`src/rtl/rpl_pkg.sv`:
```
package rpl_pkg;

  typedef enum logic [1:0] {
    MODE_NORMAL  = 2'd0,
    MODE_ESC     = 2'd1,
    MODE_SET     = 2'd2,
    MODE_SET_ESC = 2'd3
  } mode_e;

  typedef enum logic [1:0] {
    KIND_SYMBOL = 2'd0,
    KIND_CLASS  = 2'd1,
    KIND_OP     = 2'd2
  } kind_e;

  typedef enum logic [1:0] {
    LVL_LOW    = 2'd0,
    LVL_UNION  = 2'd1,
    LVL_KLEENE = 2'd2
  } level_e;

  typedef enum logic [1:0] {
    ERR_NONE     = 2'd0,
    ERR_ESC_END  = 2'd1,
    ERR_OPEN_SET = 2'd2
  } lex_err_e;

  localparam logic [7:0] CH_BACKSLASH = 8'h5C;
  localparam logic [7:0] CH_LBRACKET  = 8'h5B;
  localparam logic [7:0] CH_RBRACKET  = 8'h5D;
  localparam logic [7:0] CH_DASH      = 8'h2D;
  localparam logic [7:0] CH_CARET     = 8'h5E;
  localparam logic [7:0] CH_STAR      = 8'h2A;
  localparam logic [7:0] CH_PLUS      = 8'h2B;
  localparam logic [7:0] CH_PIPE      = 8'h7C;
  localparam logic [7:0] CH_QUEST     = 8'h3F;
  localparam logic [7:0] CH_DOLLAR    = 8'h24;
  localparam logic [7:0] CH_LPAREN    = 8'h28;
  localparam logic [7:0] CH_RPAREN    = 8'h29;
  localparam logic [7:0] CH_LBRACE    = 8'h7B;
  localparam logic [7:0] CH_RBRACE    = 8'h7D;
  localparam logic [7:0] CH_COMMA     = 8'h2C;
  localparam logic [7:0] CH_LT        = 8'h3C;
  localparam logic [7:0] CH_GT        = 8'h3E;

  typedef struct packed {
    kind_e      kind;
    logic [7:0] tbyte;
    level_e     level;
    logic       starts;
    lex_err_e   err;
    logic       done;
  } token_t;

  // Letters that name a character class after a backslash.
  function automatic logic is_class_letter(input logic [7:0] c);
    logic hit;
    begin
      case (c)
        "d", "D", "l", "u", "v", "h", "n", "N", "r", "t", "a", "b", "e",
        "f", "k", "x", "X", "w", "W", "s", "S", "R", "0", "E", "Q": hit = 1'b1;
        default: hit = 1'b0;
      endcase
      return hit;
    end
  endfunction

endpackage

```
`src/rtl/rpl_decode.sv`:
```
module rpl_decode (
  input  rpl_pkg::mode_e  mode_i,
  input  logic [7:0]      pattern_byte_i,
  input  logic            is_final_i,
  output rpl_pkg::mode_e  mode_next_o,
  output logic            emit_o,
  output rpl_pkg::token_t token_o
);
  import rpl_pkg::*;

  function automatic token_t make_token(input kind_e k, input logic [7:0] c,
                                        input level_e lv, input logic st);
    token_t t;
    begin
      t.kind   = k;
      t.tbyte  = c;
      t.level  = lv;
      t.starts = st;
      t.err    = ERR_NONE;
      t.done   = 1'b0;
      return t;
    end
  endfunction

  function automatic token_t normal_token(input logic [7:0] c);
    token_t t;
    begin
      case (c)
        CH_LBRACKET: t = make_token(KIND_OP, c, LVL_UNION, 1'b1);
        CH_CARET, CH_DOLLAR, CH_LPAREN: t = make_token(KIND_OP, c, LVL_LOW, 1'b1);
        CH_LBRACE, CH_RPAREN, CH_GT, CH_RBRACKET, CH_RBRACE, CH_COMMA, CH_LT: begin
          t = make_token(KIND_OP, c, LVL_LOW, 1'b0);
        end
        CH_PIPE, CH_QUEST: t = make_token(KIND_OP, c, LVL_UNION, 1'b0);
        CH_STAR, CH_PLUS: t = make_token(KIND_OP, c, LVL_KLEENE, 1'b0);
        default: t = make_token(KIND_SYMBOL, c, LVL_LOW, 1'b1);
      endcase
      return t;
    end
  endfunction

  mode_e  nxt;
  token_t tok;
  logic   esc_pending;

  always_comb begin
    tok = make_token(KIND_SYMBOL, pattern_byte_i, LVL_LOW, 1'b1);
    nxt = mode_i;
    case (mode_i)
      MODE_NORMAL: begin
        if (pattern_byte_i == CH_BACKSLASH) begin
          nxt = MODE_ESC;
        end else begin
          tok = normal_token(pattern_byte_i);
          nxt = (pattern_byte_i == CH_LBRACKET) ? MODE_SET : MODE_NORMAL;
        end
      end
      MODE_SET: begin
        if (pattern_byte_i == CH_BACKSLASH) begin
          nxt = MODE_SET_ESC;
        end else if (pattern_byte_i == CH_RBRACKET) begin
          tok = normal_token(pattern_byte_i);
          nxt = MODE_NORMAL;
        end else if (pattern_byte_i == CH_DASH) begin
          tok = make_token(KIND_OP, pattern_byte_i, LVL_LOW, 1'b0);
        end else if (pattern_byte_i == CH_CARET) begin
          tok = make_token(KIND_OP, pattern_byte_i, LVL_LOW, 1'b1);
        end
      end
      default: begin
        if (is_class_letter(pattern_byte_i)) begin
          tok = make_token(KIND_CLASS, pattern_byte_i, LVL_UNION, 1'b1);
        end
        nxt = (mode_i == MODE_SET_ESC) ? MODE_SET : MODE_NORMAL;
      end
    endcase

    esc_pending = (nxt == MODE_ESC) || (nxt == MODE_SET_ESC);

    if (!is_final_i) begin
      emit_o      = !esc_pending;
      mode_next_o = nxt;
      token_o     = tok;
    end else begin
      // The last byte always yields one item and resets the mode for the next pattern.
      emit_o      = 1'b1;
      mode_next_o = MODE_NORMAL;
      token_o     = tok;
      if (esc_pending) begin
        token_o     = make_token(KIND_SYMBOL, 8'h00, LVL_LOW, 1'b0);
        token_o.err = ERR_ESC_END;
      end else if (nxt == MODE_SET) begin
        token_o     = make_token(KIND_SYMBOL, 8'h00, LVL_LOW, 1'b0);
        token_o.err = ERR_OPEN_SET;
      end
      token_o.done = 1'b1;
    end
  end

endmodule

```
`src/rtl/regex_pattern_lexer_unit.sv`:
```
// An accepted item passes the input register, then the result register, to the outputs;
// a backslash opening an escape, if not the last byte, gives no item. Throughput: one item
// per cycle while the output is not stalled; the mode register is read and written by the
// single decode between the two registers, so no byte waits on another.
// Reset (rst_ni low, asynchronous) empties both registers and sets normal mode.
module regex_pattern_lexer_unit (
  input  logic       clk_i,
  input  logic       rst_ni,
  input  logic       in_valid_i,
  output logic       in_stall_o,
  input  logic [7:0] pattern_byte_i,
  input  logic       is_final_i,
  output logic       out_valid_o,
  input  logic       out_stall_i,
  output logic [1:0] token_kind_o,
  output logic [7:0] token_byte_o,
  output logic [1:0] binding_level_o,
  output logic       starts_operand_o,
  output logic [1:0] lex_error_o,
  output logic       pattern_done_o
);
  import rpl_pkg::*;

  logic       s1_valid_q;
  logic [7:0] s1_byte_q;
  logic       s1_final_q;
  mode_e      mode_q;
  mode_e      mode_d;
  logic       out_valid_q;
  token_t     out_tok_q;
  token_t     tok;
  logic       emit;
  logic       out_free;
  logic       s1_go;
  logic       in_accept;

  rpl_decode u_decode (
    .mode_i        (mode_q),
    .pattern_byte_i(s1_byte_q),
    .is_final_i    (s1_final_q),
    .mode_next_o   (mode_d),
    .emit_o        (emit),
    .token_o       (tok)
  );

  assign out_free   = !out_valid_q || !out_stall_i;
  assign s1_go      = s1_valid_q && (!emit || out_free);
  assign in_stall_o = s1_valid_q && !s1_go;
  assign in_accept  = in_valid_i && !in_stall_o;

  always_ff @(posedge clk_i or negedge rst_ni) begin
    if (!rst_ni) begin
      s1_valid_q  <= 1'b0;
      mode_q      <= MODE_NORMAL;
      out_valid_q <= 1'b0;
    end else begin
      if (in_accept) begin
        s1_valid_q <= 1'b1;
      end else if (s1_go) begin
        s1_valid_q <= 1'b0;
      end
      if (s1_go) begin
        mode_q <= mode_d;
      end
      if (s1_go && emit) begin
        out_valid_q <= 1'b1;
      end else if (!out_stall_i) begin
        out_valid_q <= 1'b0;
      end
    end
  end

  always_ff @(posedge clk_i) begin
    if (in_accept) begin
      s1_byte_q  <= pattern_byte_i;
      s1_final_q <= is_final_i;
    end
    if (s1_go && emit) begin
      out_tok_q <= tok;
    end
  end

  assign out_valid_o      = out_valid_q;
  assign token_kind_o     = out_tok_q.kind;
  assign token_byte_o     = out_tok_q.tbyte;
  assign binding_level_o  = out_tok_q.level;
  assign starts_operand_o = out_tok_q.starts;
  assign lex_error_o      = out_tok_q.err;
  assign pattern_done_o   = out_tok_q.done;

endmodule

```
`config.mk`:
```
export PLATFORM = sky130hd
export DESIGN_NAME = regex_pattern_lexer_unit
export DESIGN_NICKNAME = d
export VERILOG_FILES = /design/src/rtl/rpl_pkg.sv /design/src/rtl/rpl_decode.sv /design/src/rtl/regex_pattern_lexer_unit.sv
export SDC_FILE = /design/constraint.sdc
export NUM_CORES = 1
export LEC_CHECK = 0
export ABC_AREA = 1
export BUFFER_PORTS_ARGS = -buffer_cell sky130_fd_sc_hd__buf_4
export CELL_PAD_IN_SITES_DETAIL_PLACEMENT = 1
export CELL_PAD_IN_SITES_GLOBAL_PLACEMENT = 2
export CORE_MARGIN = 4
export CORE_UTILIZATION = 31
export DETAILED_ROUTE_END_ITERATION = 8
export PLACE_DENSITY = 0.87
export SETUP_SLACK_MARGIN = 0.3
export SLEW_MARGIN = 20
export SYNTH_ARGS = -nofsm -noshare
export SYNTH_HDL_FRONTEND = slang
export SYNTH_SLANG_ARGS = --single-unit
```
`constraint.sdc`:
```
create_clock -name clk_i -period 2.5 [get_ports clk_i]
set_input_delay 0.5 -clock clk_i [delete_from_list [all_inputs] [get_ports clk_i]]
set_output_delay 0.5 -clock clk_i [all_outputs]
set_load 0.01 [all_outputs]
```
* After elaboration in Yosys (flattened, before gate mapping)
Cells that the tools add are included.
** Storage, ports and cells
- Register bits :: 29
- Input bits :: 13
- Logic and storage cells :: 105
- Output and inout bits :: 18
** Operators by class
- Reductions and logical operators :: 21
- Multiplexer cells :: 25
- Equality and inequality tests :: 48
** Operators with widths (number)
- == test 8 x 7 -> 1 bit (second input constant) :: 31
- two-way mux 16 bit :: 8
- == test 8 x 6 -> 1 bit (second input constant) :: 11
- one-hot mux 16 bit (5 select lines) :: 1
- one-hot mux 16 bit (2 select lines) :: 1
- OR reduction 25 bit :: 1
- two-way mux 15 bit :: 1
- two-way mux 2 bit :: 6
- == test 2 bit (second input constant) :: 4
- two-way mux 1 bit :: 7
- OR reduction 7 bit :: 1
- zero test 1 bit :: 6
- OR reduction 2 bit :: 3
- logical AND 1 bit :: 4
- one-hot mux 2 bit (2 select lines) :: 1
- logical OR 1 bit :: 3
- OR reduction 3 bit :: 1
- == test 2 x 1 -> 1 bit (second input constant) :: 1
- zero test 2 bit :: 1
- != test 2 x 1 -> 1 bit (second input constant) :: 1
- nonzero test 2 bit :: 1

* Longest topological paths before layout
- Depth in word-level cells :: 16
- Depth in mapped cells :: 12
- Gate-level depth less buffers :: 11

* Modules after synthesis
Synthesis repeated with hierarchy kept, for this count alone.
** Unflattened totals
- Cell total of the unflattened synthesis :: 197
- Area, all modules :: 1585.3 um2
** By module, submodules not included
- regex_pattern_lexer_unit :: cells each 46, seq. area each 850.8 um2, instances 1, area each 928.4 um2
- rpl_decode :: cells each 151, seq. area each 0.0 um2, instances 1, area each 656.9 um2

* Worst setup path before layout
OpenSTA, ideal clock, no wires.
- Kind :: reg-to-reg
- From :: reg s1_byte_q[5]
- To :: reg s1_byte_q[0] (enable)
- Clock period less this slack :: 1.783 ns
- Buffers on the path :: 1
- Stages on the path, launching flop included :: 11
- Setup time :: 0.329 ns
- Slack :: 0.717 ns
- Required time :: 2.171 ns
- Data arrival time :: 1.454 ns
- Path through :: edfxtp_1 -> buf_2 -> inv_1 -> nand2_1 -> nor2_4 -> nand2_2 -> nor2_2 -> nand2_1 -> nand4_1 -> nand2_1 -> inv_1
** Between the ends
- Longest elaborated chain between the ends :: 15
- Elaborated cells between the ends (all ways) :: 20
- Those cells by class :: eq/ne: 5; mux: 6; reduce/logical: 9
** RTL lines
- start: declaration :: line regex_pattern_lexer_unit.sv:25 : logic [7:0] s1_byte_q;
- start signal: assignment :: line regex_pattern_lexer_unit.sv:75 : s1_byte_q <= pattern_byte_i;
- == test 8 x 7 -> 1 bit (on tied branches) :: line rpl_decode.sv:61, rpl_decode.sv:55
- two-way mux 2 bit (on tied branches) :: line rpl_decode.sv:61, rpl_decode.sv:55
- two-way mux 2 bit (on tied branches) :: line rpl_decode.sv:59, rpl_decode.sv:51
- one-hot mux 2 bit (2 select lines) (*) :: line rpl_decode.sv:49 : case (mode_i)
- == test 2 x 1 -> 1 bit or == test 2 bit (tied branches) :: line rpl_decode.sv:78 : esc_pending = (nxt == MODE_ESC) || (nxt == MODE_SET_ESC);
- logical OR 1 bit (*) :: line rpl_decode.sv:78
- zero test 1 bit (*) :: line rpl_decode.sv:81 : emit_o = !esc_pending;
- two-way mux 1 bit (*) :: line rpl_decode.sv:80 : if (!is_final_i) begin
- zero test 1 bit (*) :: line regex_pattern_lexer_unit.sv:47 : assign s1_go = s1_valid_q && (!emit || out_free);
- logical OR 1 bit (*) :: line regex_pattern_lexer_unit.sv:47
- logical AND 1 bit (*) :: line regex_pattern_lexer_unit.sv:47
- zero test 1 bit (*) :: line regex_pattern_lexer_unit.sv:48 : assign in_stall_o = s1_valid_q && !s1_go;
- logical AND 1 bit (*) :: line regex_pattern_lexer_unit.sv:48
- zero test 1 bit (*) :: line regex_pattern_lexer_unit.sv:49 : assign in_accept = in_valid_i && !in_stall_o;
- logical AND 1 bit (*) :: line regex_pattern_lexer_unit.sv:49
- net in_accept :: line regex_pattern_lexer_unit.sv:35 : logic in_accept;
Mark *: on every way through the listed nets, which the timed path passes. The rest lies on a longest branch.
A chain may end at the register's enable or synchronous reset.

* Final worst setup path
- From :: reg s1_byte_q[7]
- To :: out in_stall_o
** Between the ends
- Longest elaborated chain between the ends :: 13
- Elaborated cells between the ends (all ways) :: 18
- Those cells by class :: eq/ne: 5; mux: 6; reduce/logical: 7
** RTL lines
- == test 8 x 7 -> 1 bit (on tied branches) :: line rpl_decode.sv:61, rpl_decode.sv:55
- two-way mux 2 bit (on tied branches) :: line rpl_decode.sv:61, rpl_decode.sv:55
- two-way mux 2 bit (on tied branches) :: line rpl_decode.sv:59, rpl_decode.sv:51
- one-hot mux 2 bit (2 select lines) (*) :: line rpl_decode.sv:49
- == test 2 x 1 -> 1 bit or == test 2 bit (tied branches) :: line rpl_decode.sv:78
- logical OR 1 bit (*) :: line rpl_decode.sv:78
- zero test 1 bit (*) :: line rpl_decode.sv:81
- two-way mux 1 bit (*) :: line rpl_decode.sv:80
- zero test 1 bit (*) :: line regex_pattern_lexer_unit.sv:47
- logical OR 1 bit (*) :: line regex_pattern_lexer_unit.sv:47
- logical AND 1 bit (*) :: line regex_pattern_lexer_unit.sv:47
- zero test 1 bit (*) :: line regex_pattern_lexer_unit.sv:48
- logical AND 1 bit (*) :: line regex_pattern_lexer_unit.sv:48
- end: declaration :: line regex_pattern_lexer_unit.sv:10 : output logic in_stall_o,
Mark *: on every way between the ends. The rest lies on a longest branch, timed or not.

==> run metrics <==
clock network latency to the later pin of the worst-skew pair 0.28 ns; H-tree Lvls 2; number of flops mapped to enable cells by yosys 25; worst vdd rail ir drop 286 uV; worst max-slew margin expressed relative to the limit 55.6%; post-synthesis sequential element count 29; Top Ports 31; ranking of synthesized cells by area sky130_fd_sc_hd__edfxtp_1 48%, sky130_fd_sc_hd__nand2_1 14%, sky130_fd_sc_hd__nor2_1 11%; worst setup skew after layout 0.00845 ns; width of the die 78.9 um; Cell Area, Placed 1860 um^2; First-pass DRT Iterations 4; initial antenna violation count 0; final total negative setup slack 0 ns; final setup violating endpoints 0; largest net degree at the start of global routing 18; total count of max-transition violations in the final report 0; Yosys warning total 0; nets 254; Tightest Hold Check Type input pin to flop; unique cell type count in the Yosys netlist 21; share of synthesized cell area in and, or, nand and nor gates 37.0%; achievable clock frequency 472 MHz; antenna cell count 0; run status finished, final reports clean; data required time of the critical path 2.00 ns; max-capacitance violation count 0; number of DRC violations after detailed routing 0; library cell used as clock root buffer sky130_fd_sc_hd__clkbuf_8; cell count after synthesis 190; clock-pin transition on the worst setup and hold timing paths 0.06 ns; post-synthesis cell area 1560 um^2; fraction of final layout cells sized beyond drive strength 1 27.8%; Leak Pwr 0.981 nW; count of standard-cell rows 25; share of synthesized area occupied by flip-flops and latches 54.7%; measured slew at the worst slew-check pin 0.666 ns; final instance area 2080 um^2; unrepaired setup endpoints after global routing yes; via total after detailed routing 1373; Synth Area in Adders 0%; average detailed-routed wire length per instance 13.2 um; arrival time of the worst setup path 1.62 ns; path type of the worst setup path flop to output pin; Die Height 78.9 um; starting density of the core 32.5%; commonest cells in the netlist 59 x sky130_fd_sc_hd__nand2_1, 45 x sky130_fd_sc_hd__nor2_1, 25 x sky130_fd_sc_hd__edfxtp_1; most frequently used flop master after synthesis sky130_fd_sc_hd__edfxtp_1; largest family of logic cells by synthesized area simple AND/OR/NAND/NOR gates; average vias per placed instance 4.46; fraction of the mapped netlist area in compound gates 2.97%; DRT iter0 DRCs 52; minimum period implied by the final worst setup slack 2.12 ns; DIE AREA 6220 um^2; CP Capture Type output pin; share of the synthesized area in the top cell type 48.2%; standard cell core area 4790 um^2; maximum buffer depth of the clock tree 2; startpoint class of the critical path flop; first-pass GRT wire length 6.63 mm; count of input and output buffers 30; multiplexer area fraction after synthesis 0%; Worst Hold Slack 0.398 ns; Final Wtd Congestion 0.856; library cell with the largest summed area after synthesis sky130_fd_sc_hd__edfxtp_1; worst-path maximum fanout 3; leftover overflow at the end of global routing 0; xor/xnor cell area share of the yosys netlist 0%; post-detailed-route count of antenna-violating nets 0; async set-or-reset flop fraction in the synthesized netlist 13.8%; final cycle utilization of the critical path 84.8%; Area Overhead vs Synth 33.5%; global-route total usage across every layer 14.0%; net count of the mapped netlist 203; areal power density over the cells 597 nW/um^2; CTS Buf Count 5; TritonCTS Sinks 29; most common cell in the netlist sky130_fd_sc_hd__nand2_1; final number of hold-violating endpoints 0; final HPWL from detailed placement 2.98 mm; routed wire length 4.06 mm; via count of the first global-routing pass 1419; per-instance average area after synthesis 8.19 um^2; clock tree from TritonCTS yes; final core utilization 43.4%
[logic make-up after synthesis]
kind of cell | after synthesis
flip-flops | 29
buffers and inverters | 22
AND/OR/NAND/NOR | 131
AO/OA/AOI/OAI | 8
[routing by layer]
| layer | GRT usage (%) | vias to the layer above | part of all wire [%] |
|---|---|---|---|
| li1 | - | 712 | - |
| met1 | 18.2 | 625 | 46 |
| met2 | 22.9 | 30 | 48 |
| met3 | 3.51 | 6 | 4.8 |
| met4 | 4.12 | 0 | 1.5 |
| met5 | 0 | - | 0 |
[critical path: stages (launching register included)]
cell and delay [ns]:
sky130_fd_sc_hd__edfxtp_1 0.44, sky130_fd_sc_hd__inv_2 0.12, sky130_fd_sc_hd__nand2_4 0.06, sky130_fd_sc_hd__nor2_4 0.17, sky130_fd_sc_hd__nand2_4 0.08, sky130_fd_sc_hd__nor2_4 0.12
sky130_fd_sc_hd__nand2_2 0.07, sky130_fd_sc_hd__nand4_1 0.10, sky130_fd_sc_hd__inv_1 0.06, sky130_fd_sc_hd__buf_6 0.12
[state kept, by name (all words and copies together) (netlist names)]
register and count:
binding_level_o 2, lex_error_o 2, mode_q 2, out_valid_o 1, pattern_done_o 1, s1_byte_q 8, s1_final_q 1, s1_valid_q 1
starts_operand_o 1, token_byte_o 8, token_kind_o 2
[timing repair]
| action | CTS | global route |
|---|---|---|
| resized for setup | 3 | 7 |
| setup buffers | 6 | 8 |
| pin swaps | 2 | 3 |
| hold buffers | 0 | 1 |
| endpoints found under the setup margin | 1 | 10 |
| gates cloned | 0 | 0 |
| endpoints found under the hold margin | 0 | 4 |
[cells in the final DEF (no fill, tap or decap)]
cell,count
sky130_fd_sc_hd__edfxtp_1,25
sky130_fd_sc_hd__nand4_1,3
sky130_fd_sc_hd__inv_2,6
sky130_fd_sc_hd__nand3_1,13
sky130_fd_sc_hd__a21oi_1,2
sky130_fd_sc_hd__a21boi_0,1
sky130_fd_sc_hd__nand2_1,57
sky130_fd_sc_hd__nand3_2,1
sky130_fd_sc_hd__o21ai_1,1
sky130_fd_sc_hd__nor4_1,1
sky130_fd_sc_hd__inv_1,15
sky130_fd_sc_hd__nor2_1,44
sky130_fd_sc_hd__o21ai_0,3
sky130_fd_sc_hd__clkinv_1,1
sky130_fd_sc_hd__dlygate4sd3_1,1
sky130_fd_sc_hd__nor3_1,1
sky130_fd_sc_hd__nor2_2,1
sky130_fd_sc_hd__buf_4,43
sky130_fd_sc_hd__nand2_2,1
sky130_fd_sc_hd__nor2_4,5
sky130_fd_sc_hd__clkbuf_1,1
sky130_fd_sc_hd__clkbuf_8,5
sky130_fd_sc_hd__o2111ai_1,1
sky130_fd_sc_hd__buf_6,1
sky130_fd_sc_hd__dfrtp_1,4
sky130_fd_sc_hd__nand2_4,4
[worst paths after layout]
| path | startpoint | slack (ns) | end | cells past startpoint |
|---|---|---|---|---|
| worst max-delay path | s1_byte_q[7] | 0.38 | in_stall_o | 9 |
| worst min-delay path | is_final_i | 0.40 | s1_final_q | 1 |
| worst max register to register | s1_byte_q[4] | 0.53 | lex_error_o[1] | 8 |
| worst min register to register | s1_final_q | 0.54 | pattern_done_o | 0 |
| max in group asynchronous | rst_ni | 1.85 | mode_q[0] | 2 |
| min in group asynchronous | rst_ni | 0.55 | out_valid_o | 2 |
[power breakdown]
part	total (mW)	switching, mW	internal [mW]
sequential	0.626	0.0327	0.593
clock	0.360	0.172	0.187
combinational	0.255	0.152	0.103
[cell type report]
class / instances / area, um^2
repair buffers: 45 / 344
inverters: 21 / 78.8
clock inverters: 1 / 3.75
well taps: 67 / 83.8
clock buffers: 6 / 72.6
fillers: 588 / 2710
multi-input cells: 139 / 644
flip-flops and latches: 29 / 851
[metrics by stage]
stage | setup WS (ns) | power, mW | std cells
global placement | 0.451 | 0.866 | 286
detailed placement | 0.376 | 0.870 | 286
floorplan | 0.717 | 0.760 | 190
finish | 0.381 | 1.24 | 308
global route | 0.242 | 1.32 | 308
CTS | 0.310 | 1.24 | 299
(Power assumes the default switching activity.)
